===== src/rtl/gji_pkg.sv =====
`default_nettype none
// ----------------------------------------------------------------------------
// gji_pkg
// Shared widths, defaults and transfer bundles of the matrix inverter.
// ----------------------------------------------------------------------------
package gji_pkg;

  localparam int DATA_W          = 32;
  localparam int IDX_W           = 3;
  localparam int SIZE_W          = 4;
  localparam int DEF_MAX_ORDER   = 8;
  localparam int DEF_FRAC_BITS   = 16;
  localparam int QUEUE_DEPTH     = 2;
  localparam logic [SIZE_W-1:0] SIZE_RESET = 4'd8;

  // write request to both matrix memories
  typedef struct packed {
    logic              we_w;
    logic              we_i;
    logic [IDX_W-1:0]  row;
    logic [IDX_W-1:0]  col;
    logic [DATA_W-1:0] wdata_w;
    logic [DATA_W-1:0] wdata_i;
  } mem_wr_t;

  // shared read address of both memories
  typedef struct packed {
    logic [IDX_W-1:0] row;
    logic [IDX_W-1:0] col;
  } mem_rd_t;

  // one result transfer
  typedef struct packed {
    logic              valid;
    logic [DATA_W-1:0] value;
    logic [IDX_W-1:0]  row;
    logic [IDX_W-1:0]  col;
    logic              singular;
    logic              overflowed;
    logic              is_last;
  } res_t;

endpackage
`default_nettype wire


===== src/rtl/gji_loader.sv =====
`default_nettype none
// ----------------------------------------------------------------------------
// gji_loader
// Front end: holds the order register, takes elements row-major, writes the
// work matrix and the identity alongside, and queues a job on the last one.
// ----------------------------------------------------------------------------
module gji_loader #(
  parameter int MAX_ORDER = gji_pkg::DEF_MAX_ORDER,
  parameter int FRAC_BITS = gji_pkg::DEF_FRAC_BITS
) (
  input  wire logic                        clk,
  input  wire logic                        rst_n,
  input  wire logic                        in_valid,
  output logic                             in_stall,
  input  wire logic [gji_pkg::DATA_W-1:0]  in_elem_value,
  input  wire logic                        cfg_valid,
  output logic                             cfg_ready,
  input  wire logic [gji_pkg::SIZE_W-1:0]  cfg_matrix_size,
  input  wire logic                        hold,
  output logic                             push,
  output logic      [gji_pkg::SIZE_W-1:0]  push_size,
  output gji_pkg::mem_wr_t                 wr
);

  localparam logic [gji_pkg::DATA_W-1:0] ONE = gji_pkg::DATA_W'(1) << FRAC_BITS;

  logic [gji_pkg::SIZE_W-1:0] size_r;
  logic [gji_pkg::IDX_W-1:0]  row_r;
  logic [gji_pkg::IDX_W-1:0]  col_r;
  logic [gji_pkg::SIZE_W-1:0] n_eff;
  logic [gji_pkg::IDX_W-1:0]  last;
  logic                       accept;

  always_comb begin
    n_eff = size_r;
    if (size_r == '0) begin
      n_eff = gji_pkg::SIZE_W'(1);
    end else if (size_r > gji_pkg::SIZE_W'(MAX_ORDER)) begin
      n_eff = gji_pkg::SIZE_W'(MAX_ORDER);
    end
  end

  assign last      = gji_pkg::IDX_W'(n_eff - gji_pkg::SIZE_W'(1));
  assign cfg_ready = 1'b1;
  // hold off elements while a size write is offered
  assign in_stall  = hold || cfg_valid;
  assign accept    = in_valid && !in_stall;
  assign push      = accept && (row_r == last) && (col_r == last);
  assign push_size = n_eff;

  always_comb begin
    wr.we_w    = accept;
    wr.we_i    = accept;
    wr.row     = row_r;
    wr.col     = col_r;
    wr.wdata_w = in_elem_value;
    wr.wdata_i = (row_r == col_r) ? ONE : '0;
  end

  always_ff @(posedge clk) begin
    if (!rst_n) begin
      size_r <= gji_pkg::SIZE_RESET;
      row_r  <= '0;
      col_r  <= '0;
    end else if (cfg_valid) begin
      // drop any partial matrix
      size_r <= cfg_matrix_size;
      row_r  <= '0;
      col_r  <= '0;
    end else if (accept) begin
      if (col_r == last) begin
        col_r <= '0;
        row_r <= (row_r == last) ? '0 : row_r + gji_pkg::IDX_W'(1);
      end else begin
        col_r <= col_r + gji_pkg::IDX_W'(1);
      end
    end
  end

endmodule
`default_nettype wire


===== config.mk =====
export PLATFORM = sky130hd
export DESIGN_NAME = gji_loader
export DESIGN_NICKNAME = d
export VERILOG_FILES = /design/src/rtl/gji_pkg.sv /design/src/rtl/gji_loader.sv
export SDC_FILE = /design/constraint.sdc
export NUM_CORES = 1
export LEC_CHECK = 0
export ABC_AREA = 1
export BUFFER_PORTS_ARGS = -buffer_cell sky130_fd_sc_hd__buf_4
export CORE_UTILIZATION = 33
export CTS_CLUSTER_DIAMETER = 60
export DETAILED_ROUTE_END_ITERATION = 6
export PLACE_DENSITY = 0.86
export SETUP_SLACK_MARGIN = 0.1
export SYNTH_ARGS = -nofsm -noshare
export SYNTH_HDL_FRONTEND = slang
export SYNTH_SLANG_ARGS = --single-unit

===== constraint.sdc =====
create_clock -name clk -period 1.7 [get_ports clk]
set_input_delay 0.255 -clock clk [delete_from_list [all_inputs] [get_ports clk]]
set_output_delay 0.255 -clock clk [all_outputs]
set_load 0.02 [all_outputs]

==> results of run 1 <==
## placed cells by master, fill, tap and decap left out, drive strengths merged
| cell | instances |
|---|---|
| inv | 20 |
| nand2 | 34 |
| a21oi | 6 |
| clkbuf | 4 |
| nor3 | 1 |
| o21ai | 5 |
| nor2 | 19 |
| ha | 3 |
| conb | 32 |
| xor2 | 4 |
| buf | 35 |
| dfxtp | 10 |
| nand3 | 13 |
## final cells by class
cell class,count,area [um2]
Clock buffer,4,55.05
Inverter,20,75.07
Timing Repair Buffer,35,270.3
Tap cell,46,57.56
Sequential cell,10,207.7
Fill cell,356,2145
Multi-Input combinational cell,117,631.9
## flip-flops by register name, summed over array words and instances, names as in the netlist
register,flops
size_r,4
col_r,3
row_r,3
## Yosys cell counts
cell,n
sky130_fd_sc_hd__buf_4,66
sky130_fd_sc_hd__nand2_1,32
sky130_fd_sc_hd__inv_1,18
sky130_fd_sc_hd__nor2_1,17
sky130_fd_sc_hd__nand3_1,11
sky130_fd_sc_hd__dfxtp_1,10
sky130_fd_sc_hd__a21oi_1,5
sky130_fd_sc_hd__o21ai_0,5
sky130_fd_sc_hd__xor2_1,4
sky130_fd_sc_hd__ha_1,3
sky130_fd_sc_hd__conb_1,2
sky130_fd_sc_hd__inv_2,2
sky130_fd_sc_hd__nand2_2,2
sky130_fd_sc_hd__nor2_2,2
sky130_fd_sc_hd__a21oi_2,1
sky130_fd_sc_hd__dlygate4sd1_1,1
sky130_fd_sc_hd__nand3_2,1
sky130_fd_sc_hd__nand3_4,1
sky130_fd_sc_hd__nor3_1,1
## metal layers
layer  track usage  vias up
li1              -      468
met2        0.2011       43
met5             0        -
met4        0.1308        0
met1        0.1217      425
met3       0.03650       17
## timing repair
item                       in CTS  in global routing
buffers inserted                6                  1
setup endpoints to repair       7                  7
gates resized for setup        14                  8
pin swaps                      13                 13
## worst paths after layout
kind | endpoint | startpoint | slack, ns | cells after the start
worst max register to register | row_r[0]$_SDFFE_PP0P_ | size_r[3]$_SDFFE_PN1P_ | -0.11 | 16
worst min register to register | size_r[3]$_SDFFE_PN1P_ | size_r[3]$_SDFFE_PN1P_ | 0.53 | 2
worst min-delay path | size_r[2]$_SDFFE_PN0P_ | cfg_matrix_size[2] | 0.24 | 3
worst max-delay path | push | size_r[3]$_SDFFE_PN1P_ | -0.39 | 11
## cells by family after synthesis
family	Yosys count
flops	10
simple gates	67
other cells	2
fa+ha+maj	3
buf+inv	87
compound gates	11
xor+xnor	4
## power groups by stage
stage | Sequential, mW | Clock (mW) | Combinational, mW
6_report | 0.252 | 0.305 | 0.225
5_1_grt | 0.253 | 0.332 | 0.246
4_1_cts | 0.251 | 0.313 | 0.216
3_5_place_dp | 0.255 | 0 | 0.209
3_3_place_gp | 0.255 | 0 | 0.205
2_1_floorplan | 0.256 | 0 | 0.316
## worst reg2reg max path: stages, from the launching register on
cell and delay [ns]:
sky130_fd_sc_hd__dfxtp_2 0.33, sky130_fd_sc_hd__nor2_2 0.11, sky130_fd_sc_hd__nand2_2 0.08, sky130_fd_sc_hd__nand2_4 0.07, sky130_fd_sc_hd__inv_2 0.04, sky130_fd_sc_hd__ha_4 0.27, sky130_fd_sc_hd__inv_2 0.04, sky130_fd_sc_hd__nand2_2 0.05
sky130_fd_sc_hd__nand2_2 0.07, sky130_fd_sc_hd__nor2_4 0.12, sky130_fd_sc_hd__nand3_2 0.07, sky130_fd_sc_hd__nor2_2 0.12, sky130_fd_sc_hd__buf_4 0.13, sky130_fd_sc_hd__buf_6 0.09, sky130_fd_sc_hd__nand2_2 0.03, sky130_fd_sc_hd__nand2_1 0.06
sky130_fd_sc_hd__nor2_1 0.04
## metrics by stage
stage	power [mW]	cell area, um2	setup WS (ns)
CTS	0.7804	1281	-0.3961
detailed placement	0.4642	1151	-0.1794
finish	0.7814	1297	-0.3904
global placement	0.4601	1151	-0.1393
global route	0.8304	1297	-0.5086
floorplan	0.5726	1358	-0.09133
==> impl_summary.md, run 1 <==
Placed design
Detailed placement finished with a half-perimeter wire length of ~1.7 mm. The global placement routability congestion is a little over 0.8. Input and output buffers added on the ports amount to 23. The count of placed standard cells including taps is 225.

Cells and area
The repair_antennas step left the layout with diodes totalling 0. The area growth from synthesis to layout is 6.797%. The share of layout cells above drive strength 1 is 0.3871. The final-stage net count is 231. The final core utilization is 0.3770.

The filler-free cell count of the finished design is 232.

Synthesis
The portion of synthesized area spent on multiplexers is 0. The synthesized-area fraction occupied by xor and xnor cells is 0.02884. Sorting the synthesized cells by area gives the leading types as sky130_fd_sc_hd__buf_4 41%, sky130_fd_sc_hd__dfxtp_1 16%, sky130_fd_sc_hd__nand2_1 9.9%. The simple-gate area share of the yosys netlist is 0.2441.

The area share of the largest cell type after synthesis is 0.4078. Of the total synthesized cell area, the portion taken by full adders, half adders and majority gates is 0.03090. The number of synthesized register bits is 10. The mean post-synth cell area is about 6.6 um2.

The share of the Yosys chip area taken by registers is 0.1648. The number of different library cells in the post-synthesis netlist is 19. Synthesis produced a netlist whose cell count is roughly 180. Yosys printed 0 warnings.

The post-synthesis cell type with the largest combined area is sky130_fd_sc_hd__buf_4. The compound-gate portion of the synthesized area is 0.04840. Summing every instance area after synthesis gives 1215 um2.

After synthesis, the largest family of logic cells by area is buffers and inverters.

Clocking
The TritonCTS buffer count is 3. The cell at the root of the clock tree is sky130_fd_sc_hd__clkbuf_8. In this run, post-CTS hold repair placed 0 buffers.

The CTS clock-pin slew for the worst setup and hold paths is around 0.050 ns. The clock latency reported for the late side of the worst-skew pair is 0.24 ns. The clock net in this run drives a total of 10 sinks. The maximum level of the CTS H-tree is 1. Counting along the longest clock path gives a buffer depth of 2. TritonCTS built the clock tree.

Critical path
The count of buffer and inverter cells on the critical path is 3. The stage delay of the slowest cell on the critical path is 0.33 ns. The setup path with the least slack is of type reg2out.

The kind of cell with the highest combined delay on the critical path is simple AND/OR/NAND/NOR gates. In this run the worst path has a maximum fanout of 3. Walking the worst path, the cells encountered are nor2_2, nand2_2, nand2_4, inv_2, ha_4, xor2_1, nand3_1, nor2_1, nand2_2, inv_2, buf_6. The master of the slowest instance on the critical path is sky130_fd_sc_hd__dfxtp_2.

For the worst setup path, the data arrival time is ~1.8 ns. The kind of start point of the critical path is a flop. The worst setup path is captured at an output port. For the worst setup path, the data required time is 1.44 ns.

Floorplan
The floorplan step defined a core boundary enclosing 3442 um2. The vertical die dimension is 62.68 um. The area enclosed by the die boundary is 3928 um2.

The top-level port count is 120. The floorplan has 21 rows. In this run the horizontal extent of the chip is 62.68 um.

The initial core utilization is 0.3530.

Route
The top routing layer in use is met4. The routed length on met3 is 143 um. The number of remaining DRC errors is 0. The first-iteration detailed-routing DRC count is 16. After detailed routing, the met2 layer carries 1.053 mm of wire. The routed wirelength normalized by instance count is approximately 9.5 um.

The pre-antenna-repair detailed-routing pass consisted of 4 iterations. Dividing the detail-routed via count by the number of cells gives 4.108. The total wire length after detailed routing is ~2.2 mm.

The antenna violation net count after detailed routing is 0. The detailed router put a total of between 800 and 900 um of wire on met1. For this block, the via count after detailed routing is 953.

Power and ir drop
The fraction of power consumed by the clock network is 0.390. The peak supply drop is 0.0002500 V. The switching power of the nets is 260.7 uW. The static leakage is just under 0.7 nW. The internal power consumption is 520.7 uW. Of the total power, the share spent switching nets is 0.3336. Of the total power, registers draw 0.322. Of the total power, combinational logic draws 0.288. Power spread over the standard cell area amounts to ~600 nW/um2.

Global routing
The largest net degree at the start of global routing is 8. The number of antenna violations at the first check in global routing is 0. The first-pass GRT wire length is 3.760 mm. Summed over all layers, the global routing overflow is 0. The overall routing resource usage is 0.1240.

The via count of the first global-routing pass is 921.

Run status
The flow ran to the end, but the final reports show violations. The final reports fail on negative setup slack.

Timing
The tightest hold path in the finished design has a slack of 0.2362 ns. The final-layout setup total negative slack is -0.5608 ns. The clock arrives with 0.0009832 ns of skew. The final setup violation count is 3. The number of hold-slack violations in the final timing report is 0. In the finished design, the share of the clock period the worst path needs comes to 1.230.

Setup repair after global routing could not meet its margin everywhere. The count of final max-slew check failures is 0. Based on the critical path, the design can be clocked at up to 478.4 MHz.

The shortest clock period the worst path allows after layout is 2.090 ns. The setup slack of the critical path after layout is -0.3904 ns.

Worst hold path
The type of the worst min-delay path is in2reg.

Job
Across the run, the number of max-cap violations was 0.
No activity file was read; power rests on OpenSTA's default activity.
==> inputs of run 2 (changes only) <==
Settings changed: GPL_TIMING_DRIVEN set to 0.
==> impl_summary.md, run 2 (synthesis gave the netlist of run 1 again) <==
Run status
The final reports fail on negative setup slack. The flow ran to the end, but the final reports show violations.

Route
The antenna violation net count after detailed routing is 0 (unchanged). The total number of vias was 1282 (+35%). The routed length on met2 is 1.586 mm (+51%).

The average via count per standard cell is 3.885 (-5.4%). The total wire length after detailed routing is 2.944 mm (+34%). The first-iteration detailed-routing DRC count is 29 (+13). The top routing layer in use is met4. The routed length on met3 is 235 um (+64%).

The total iterations of the first detailed-routing run was 4 (unchanged). The routed wirelength normalized by instance count was 8.921 um (-5.8%). The number of remaining DRC errors was 0 (unchanged). The length of routed wiring on met1 was 1.100 mm (+27%).

Critical path
The arrival time at the worst endpoint came to 1.83 ns (about the same). The most numerous cell type found on the critical path is sky130_fd_sc_hd__inv_2. The signal on the critical path passes through nor2_4, nand2_2, nand2_4, inv_2, ha_4, inv_2, nand2_1, nand2_1, nor2_2, nand3_1, nor2_2, nand2_2, inv_2, buf_6. STA classifies the critical path startpoint as a flop.

The critical path is of the reg2out type. The endpoint required time on the critical path is 1.44 ns (about the same). Among all stages on the critical path, the largest delay is contributed by sky130_fd_sc_hd__dfxtp_2. The stage delay of the slowest cell on the critical path is 0.34 ns (about the same). The highest fanout seen on the critical path is 3 (unchanged).

The worst setup path is captured at an output port.

Placed design
The global placement routability congestion is 0.8182 (-1.3%). The final HPWL from detailed placement was 2.327 mm (+36%). The count of buffers from port buffering came to 55 (+140%).

Timing
The final setup violation count was 3 (unchanged). The worst setup skew after layout is 0.001000 ns (+0.00001687 ns). The count of final max-slew check failures is 0 (unchanged).

The setup slack of the critical path after layout is -0.3858 ns (+0.004596 ns). The shortest clock period the worst path allows after layout is 2.086 ns (-0.004596 ns). The maximum frequency from static timing analysis came to 479.4 MHz (+0.22%). Setup repair after global routing could not meet its margin everywhere. The worst hold margin is 0.2304 ns (-0.005754 ns). The share of the clock period used by the worst path was 1.227 (-0.002704). The number of hold-slack violations in the final timing report came to 0 (unchanged).

Power and ir drop
The post-route total power is 1.008 mW (+29%). The power density of the placed cells was 500.5 nW/um2 (-17%). The internal power consumption is 664.6 uW (+28%). The switching power of the nets came to 342.9 uW (+32%). The combinational group share of total power is 0.446 (+0.158). The peak supply drop was 0.0003255 V (+30%). The switching part of the total is 0.3403 (+0.006658).

The fraction of power consumed by sequential logic is 0.252 (-0.070). The fraction of power consumed by the clock network is 0.303 (-0.087). The static leakage is 1.201 nW (+73%).

Global routing
The via count of the first global-routing pass is 1011 (+9.8%). The aggregate global routing overflow is 0 (unchanged). The first-pass GRT wire length came to 4.278 mm (+14%). The largest net degree at the start of global routing came to 8 (unchanged). The overall routing resource usage came to 0.1345 (+0.01044). The number of antenna violations at the first check in global routing is 0 (unchanged).

Clocking
The clock latency reported for the late side of the worst-skew pair was 0.24 ns (about the same). The maximum clock insertion buffer count is 2 (unchanged). The cell at the root of the clock tree is sky130_fd_sc_hd__clkbuf_8. TritonCTS built the clock tree. The TritonCTS buffer count is 3 (unchanged).

The maximum level of the CTS H-tree is 1 (unchanged). The number of sinks driven by the clock tree is 10 (unchanged). The hold-fix buffer count after cts is 0 (unchanged). The CTS clock-pin slew for the worst setup and hold paths is 0.05 ns (about the same).

Cells and area
The share of layout cells above drive strength 1 came to 0.5634 (+0.1763). The final-stage net count is 329 (+42%). The final antenna diode count is 0 (unchanged). The flip-flop count of the largest register, all copies and words added came to 4 (unchanged). The most common cell after layout, fill and taps aside is sky130_fd_sc_hd__buf_4.

The top cell types in the final layout, fill and taps aside, are 129 x sky130_fd_sc_hd__buf_4, 32 x sky130_fd_sc_hd__conb_1, 29 x sky130_fd_sc_hd__nand2_1. In the final layout, the registers with the most flip-flops are size_r: 4 flops, col_r: 3 flops, row_r: 3 flops. The number of fill cells in the layout is 350 (-1.7%). The area added between synthesis and finish is 65.71%.

The final core utilization is 0.5849 (+0.2079). The register bank with the most flops is size_r.

Job
The number of violations of the max-capacitance limit is 0 (unchanged).

Worst hold path
The type of the worst min-delay path is in2reg.

Floorplan
The initial core utilization came to 0.3530 (unchanged). The top-level port count is 120 (unchanged). The placeable core area came to 3442 um2 (unchanged). The row count is 21 (unchanged). The area enclosed by the die boundary was 3928 um2 (unchanged).

The die width is 62.68 um (unchanged). The vertical die dimension is 62.68 um (unchanged).
run 2: changes by cell type in the layout (fill, tap and decap cells not counted), moves of 2 or more:
cell                      delta
sky130_fd_sc_hd__a21oi_1     +2
sky130_fd_sc_hd__a21oi_2     -2
sky130_fd_sc_hd__buf_4      +96
sky130_fd_sc_hd__nand2_1     +4
sky130_fd_sc_hd__nand2_2     -5
run 2: metal layers:
layer / vias up / GRT usage
met5: - / 0
met4: 0 / 0.04360
met3: 3 / 0.03102
met2: 69 / 0.2731
met1: 545 / 0.1297
li1: 665 / -
run 2: final cells by class:
| type | instances | area [um2] | area share |
|---|---|---|---|
| Multi-Input combinational cell | 117 | 604.3 | 0.3002 |
| Inverter | 20 | 75.07 | 0.03729 |
| Timing Repair Buffer | 66 | 506.7 | 0.2517 |
| Sequential cell | 10 | 210.2 | 0.1044 |
| Buffer | 67 | 504.2 | 0.2505 |
| Tap cell | 46 | 57.56 | 0.02859 |
| Clock buffer | 4 | 55.05 | 0.02735 |
run 2: timing repair:
action,in CTS,in global routing
gates resized for setup,10,4
setup endpoints to repair,7,7
pin swaps,11,3
setup buffers,12,2
endpoints found under the hold margin,0,0
run 2: power by group through the flow:
stage          logic, mW  registers, mW  clock network [mW]
2_1_floorplan      0.316          0.256                   0
3_3_place_gp       0.416          0.257                   0
3_5_place_dp       0.422          0.257                   0
4_1_cts            0.437          0.252               0.311
5_1_grt            0.477          0.254               0.321
6_report           0.449          0.253               0.305
run 2: worst paths after layout:
path	start	endpoint	slack, ns	cells past startpoint
max	size_r[3]$_SDFFE_PN1P_	push	-0.39	14
min	cfg_matrix_size[3]	size_r[3]$_SDFFE_PN1P_	0.23	3
max reg2reg	size_r[3]$_SDFFE_PN1P_	row_r[0]$_SDFFE_PP0P_	-0.21	17
min reg2reg	col_r[2]$_SDFFE_PP0P_	col_r[2]$_SDFFE_PP0P_	0.53	2
run 2: per-stage QoR:
step                cells  setup WS [ns]  setup TNS [ns]  instance area [um2]
finish                330        -0.3858         -0.7477                 2013
global route          330        -0.5007          -1.367                 2013
CTS                   328        -0.3973         -0.7073                 1984
detailed placement    315        -0.2434         -0.2730                 1828
global placement      315        -0.2248         -0.2248                 1828
floorplan             214       -0.09133        -0.09133                 1358
run 2: critical path, delay by kind of cell, from the launching register on:
family                     cells  cell delay [ns]
adders and majority gates      1             0.28
buffers and inverters          4             0.22
DFF                            1             0.34
and+or+nand+nor                9             0.73
==> inputs of run 3 (changes only) <==
Settings changed: ABC_AREA 1 to not set, CORE_UTILIZATION 33 to 32, PLACE_DENSITY 0.86 to 0.85, TNS_END_PERCENT set to 20.
==> impl_summary.md, run 3 <==
Cells and area
The area occupied by registers is 203.9 um2 (-3.0%). The flip-flop count of the largest register, all copies and words added is 4 (unchanged). The share of layout cells above drive strength 1 is 0.6447 (+0.08136).

The register bank with the most flops is size_r. The library cell used most frequently in the layout, excluding fill and tap cells, is sky130_fd_sc_hd__buf_4. The total non-filler cell area in the finished layout is 1847 um2 (-8.3%). The final antenna diode count was 0 (unchanged). The final-stage net count came to 274 (-17%). The final core utilization is 0.5449 (-0.04003). The multi-input gate area in the final layout is 593.1 um2 (-1.9%). In the final layout, the registers with the most flip-flops are size_r: 4 flops, col_r: 3 flops, row_r: 3 flops.

Relative to the synthesized area, the layout overhead comes to 60.61%. Leaving out fill and tap cells, the most frequent cells in the layout are 124 x sky130_fd_sc_hd__buf_4, 32 x sky130_fd_sc_hd__conb_1, 7 x sky130_fd_sc_hd__nor2_1, 7 x sky130_fd_sc_hd__dfxtp_1, 6 x sky130_fd_sc_hd__xor2_1. The number of fill cells in the layout is 316 (-9.7%).

Global routing
The largest net degree at the start of global routing is 10 (+2). The overall routing resource usage is 0.1160 (-0.01850). The number of antenna violations at the first check in global routing is 0 (unchanged). The via count of the first global-routing pass is 764 (-24%). The first-pass GRT wire length is 3.139 mm (-27%). The aggregate global routing overflow was 0 (unchanged).

Power and ir drop
The fraction of power consumed by the clock network came to 0.198 (-0.105). The internal power consumption is 530.1 uW (-20%). The switching part of the total is 0.3527 (+0.01242). The switching power of the nets is 288.9 uW (-16%). The peak supply drop came to 0.0001537 V (-53%).

The combinational group share of total power is 0.497 (+0.051). The post-route total power is 819.0 uW (-19%). The power density of the placed cells was 443.5 nW/um2 (-11%). The static leakage is 1.047 nW (-13%). The fraction of power consumed by sequential logic came to 0.305 (+0.053).

Timing
The count of final max-slew check failures was 0 (unchanged). The tightest slew margin relative to the limit is 0.6530. The worst hold margin is 0.1493 ns (-0.08117 ns). Setup repair after global routing could not meet its margin everywhere.

The final setup violation count came to 7 (+4). The measured slew at the worst slew-check pin is approximately 0.52 ns. The setup slack of the critical path after layout is -0.5031 ns (-0.1173 ns).

The shortest clock period the worst path allows after layout is 2.203 ns (+0.1173 ns). The share of the clock period used by the worst path is 1.296 (+0.06901). The number of hold-slack violations in the final timing report is 0 (unchanged).

The worst setup skew after layout is 0.005890 ns (+0.004890 ns). The maximum frequency from static timing analysis was 453.9 MHz (-5.3%).

Synthesis
The netlist area before placement is 1150 um2 (-5.4%). The post-synthesis cell type with the largest combined area is sky130_fd_sc_hd__buf_4. The most frequent cell after synthesis is sky130_fd_sc_hd__buf_4. After synthesis, the most frequently instantiated cells are 66 x sky130_fd_sc_hd__buf_4, 10 x sky130_fd_sc_hd__dfxtp_1, 9 x sky130_fd_sc_hd__nor2_1. The sequential cell area fraction in the yosys report is 0.1741 (+0.009324). The number of different library cells in the post-synthesis netlist is 31 (+12).

The most used flip-flop cell after synthesis is sky130_fd_sc_hd__dfxtp_1. By area the synthesized netlist is led by sky130_fd_sc_hd__buf_4 43%, sky130_fd_sc_hd__dfxtp_1 17%, sky130_fd_sc_hd__xor2_1 4.6%. The share of synthesized flip-flops with an asynchronous set or reset was 0 (unchanged).

The synthesized instance count is 136 (-26%). The number of flops mapped to enable cells by yosys came to 0 (unchanged). The number of synthesis warnings is 0 (unchanged).

The number of synthesized register bits is 10 (unchanged). The mean post-synth cell area is 8.455 um2 (+28%). The area share of the largest cell type after synthesis came to 0.4309 (+0.02308).

Placed design
The pre-CTS setup slack is -0.4334 ns (-0.1899 ns). The cell area after placement is 1740 um2 (-4.8%). The count of buffers from port buffering came to 54 (-1.8%). The final HPWL from detailed placement is 1.961 mm (-16%).

The global placement routability congestion was 0.7304 (-11%).

Critical path
The highest fanout seen on the critical path was 2 (-1). The critical path is of the reg2out type. The arrival time at the worst endpoint is 1.95 ns (+0.12 ns). The kind of start point of the critical path is a flop.

The kind of capture point of the worst setup path is an output port. The endpoint required time on the critical path is 1.44 ns (about the same).

Job
The number of violations of the max-capacitance limit was 0 (unchanged).

Route
The antenna violation net count after detailed routing came to 0 (unchanged). The routed wirelength normalized by instance count was 8.909 um (-0.14%). The total number of vias was 1055 (-18%). The average via count per standard cell was 3.850 (-0.89%). The total iterations of the first detailed-routing run came to 4 (unchanged). The number of remaining DRC errors is 0 (unchanged). The first-iteration detailed-routing DRC count came to 16 (-45%). The total wire length after detailed routing is 2.441 mm (-17%).

Run status
The final reports fail on negative setup slack. The flow ran to the end, but the final reports show violations.

Clocking
The TritonCTS buffer count is 3 (unchanged). The cell at the root of the clock tree is sky130_fd_sc_hd__clkbuf_4. The maximum clock insertion buffer count is 2 (unchanged). The CTS clock-pin slew for the worst setup and hold paths was 0.06 ns (about the same). The hold-fix buffer count after cts came to 0 (unchanged). The clock latency reported for the late side of the worst-skew pair was 0.27 ns (+0.03 ns). The number of sinks driven by the clock tree is 10 (unchanged). TritonCTS built the clock tree. The maximum level of the CTS H-tree was 1 (unchanged).

Floorplan
The die width is 61.95 um (-1.2%). The area enclosed by the die boundary is 3837 um2 (-2.3%). The top-level port count was 120 (unchanged). The placeable core area is 3390 um2 (-1.5%).

The vertical die dimension is 61.95 um (-1.2%). The initial core utilization came to 0.3392 (-0.01372). The row count is 21 (unchanged).

Worst hold path
The tightest min-delay check is of the in2reg type.
==> run 3: what timing repair did <==
action,in CTS,in global routing
gates resized for setup,11,1
endpoints found under the setup margin,7,7
pin swaps,4,3
setup buffers,4,1
==> run 3: cells by family after synthesis <==
| group | Yosys count | synth area share |
|---|---|---|
| buf+inv | 71 | 0.4548 |
| simple gates | 26 | 0.1241 |
| xor+xnor | 10 | 0.08814 |
| flops | 10 | 0.1741 |
| compound gates | 9 | 0.07617 |
| mux | 5 | 0.04353 |
| fa+ha+maj | 3 | 0.03265 |
| other cells | 2 | 0.006531 |
==> run 3: worst paths after layout <==
kind                                              from                     end  slack [ns]  depth (start not counted)
worst max register to register  size_r[2]$_SDFFE_PN0P_   row_r[0]$_SDFFE_PP0P_       -0.39                         10
worst max-delay path            size_r[2]$_SDFFE_PN0P_                    push       -0.50                          9
worst min-delay path                             rst_n  size_r[3]$_SDFFE_PN1P_        0.15                          2
worst min register to register  size_r[0]$_SDFFE_PN0P_  size_r[0]$_SDFFE_PN0P_        0.53                          2
==> run 3: power groups by stage <==
stage / combinational, mW / clock [mW] / sequential [mW]
4_1_cts: 0.402 / 0.164 / 0.249
3_5_place_dp: 0.385 / 0 / 0.253
5_1_grt: 0.439 / 0.178 / 0.250
3_3_place_gp: 0.381 / 0 / 0.253
2_1_floorplan: 0.294 / 0 / 0.252
6_report: 0.407 / 0.162 / 0.250
==> run 3: layout make-up <==
class,instances,share of cell area
Sequential cell,10,0.1104
Tap cell,46,0.03117
Inverter,3,0.006098
Clock buffer,3,0.01220
Buffer,68,0.2771
Timing Repair Buffer,59,0.2419
Multi-Input combinational cell,85,0.3211
==> run 3: critical path, stage by stage (launching register included) <==
cell	delay, ns
sky130_fd_sc_hd__dfxtp_2	0.32
sky130_fd_sc_hd__o21ba_4	0.23
sky130_fd_sc_hd__nor2_4	0.09
sky130_fd_sc_hd__inv_2	0.05
sky130_fd_sc_hd__ha_4	0.27
sky130_fd_sc_hd__xor2_1	0.15
sky130_fd_sc_hd__nand2_1	0.08
sky130_fd_sc_hd__a211o_4	0.30
sky130_fd_sc_hd__nor2_4	0.08
sky130_fd_sc_hd__buf_6	0.12
==> run 3: layer usage <==
metal / global-route usage / up-vias / wire, um
met5: 0 / - / 0
met4: 0.08254 / 0 / 66
met3: 0.02484 / 9 / 278
met2: 0.2280 / 72 / 1311
met1: 0.1022 / 449 / 785
li1: - / 525 / -
==> run 3: stage by stage <==
| step | std cells | setup TNS, ns |
|---|---|---|
| floorplan | 166 | -1.630 |
| global placement | 266 | -2.100 |
| detailed placement | 266 | -2.343 |
| CTS | 273 | -2.333 |
| global route | 274 | -2.703 |
| finish | 274 | -1.964 |
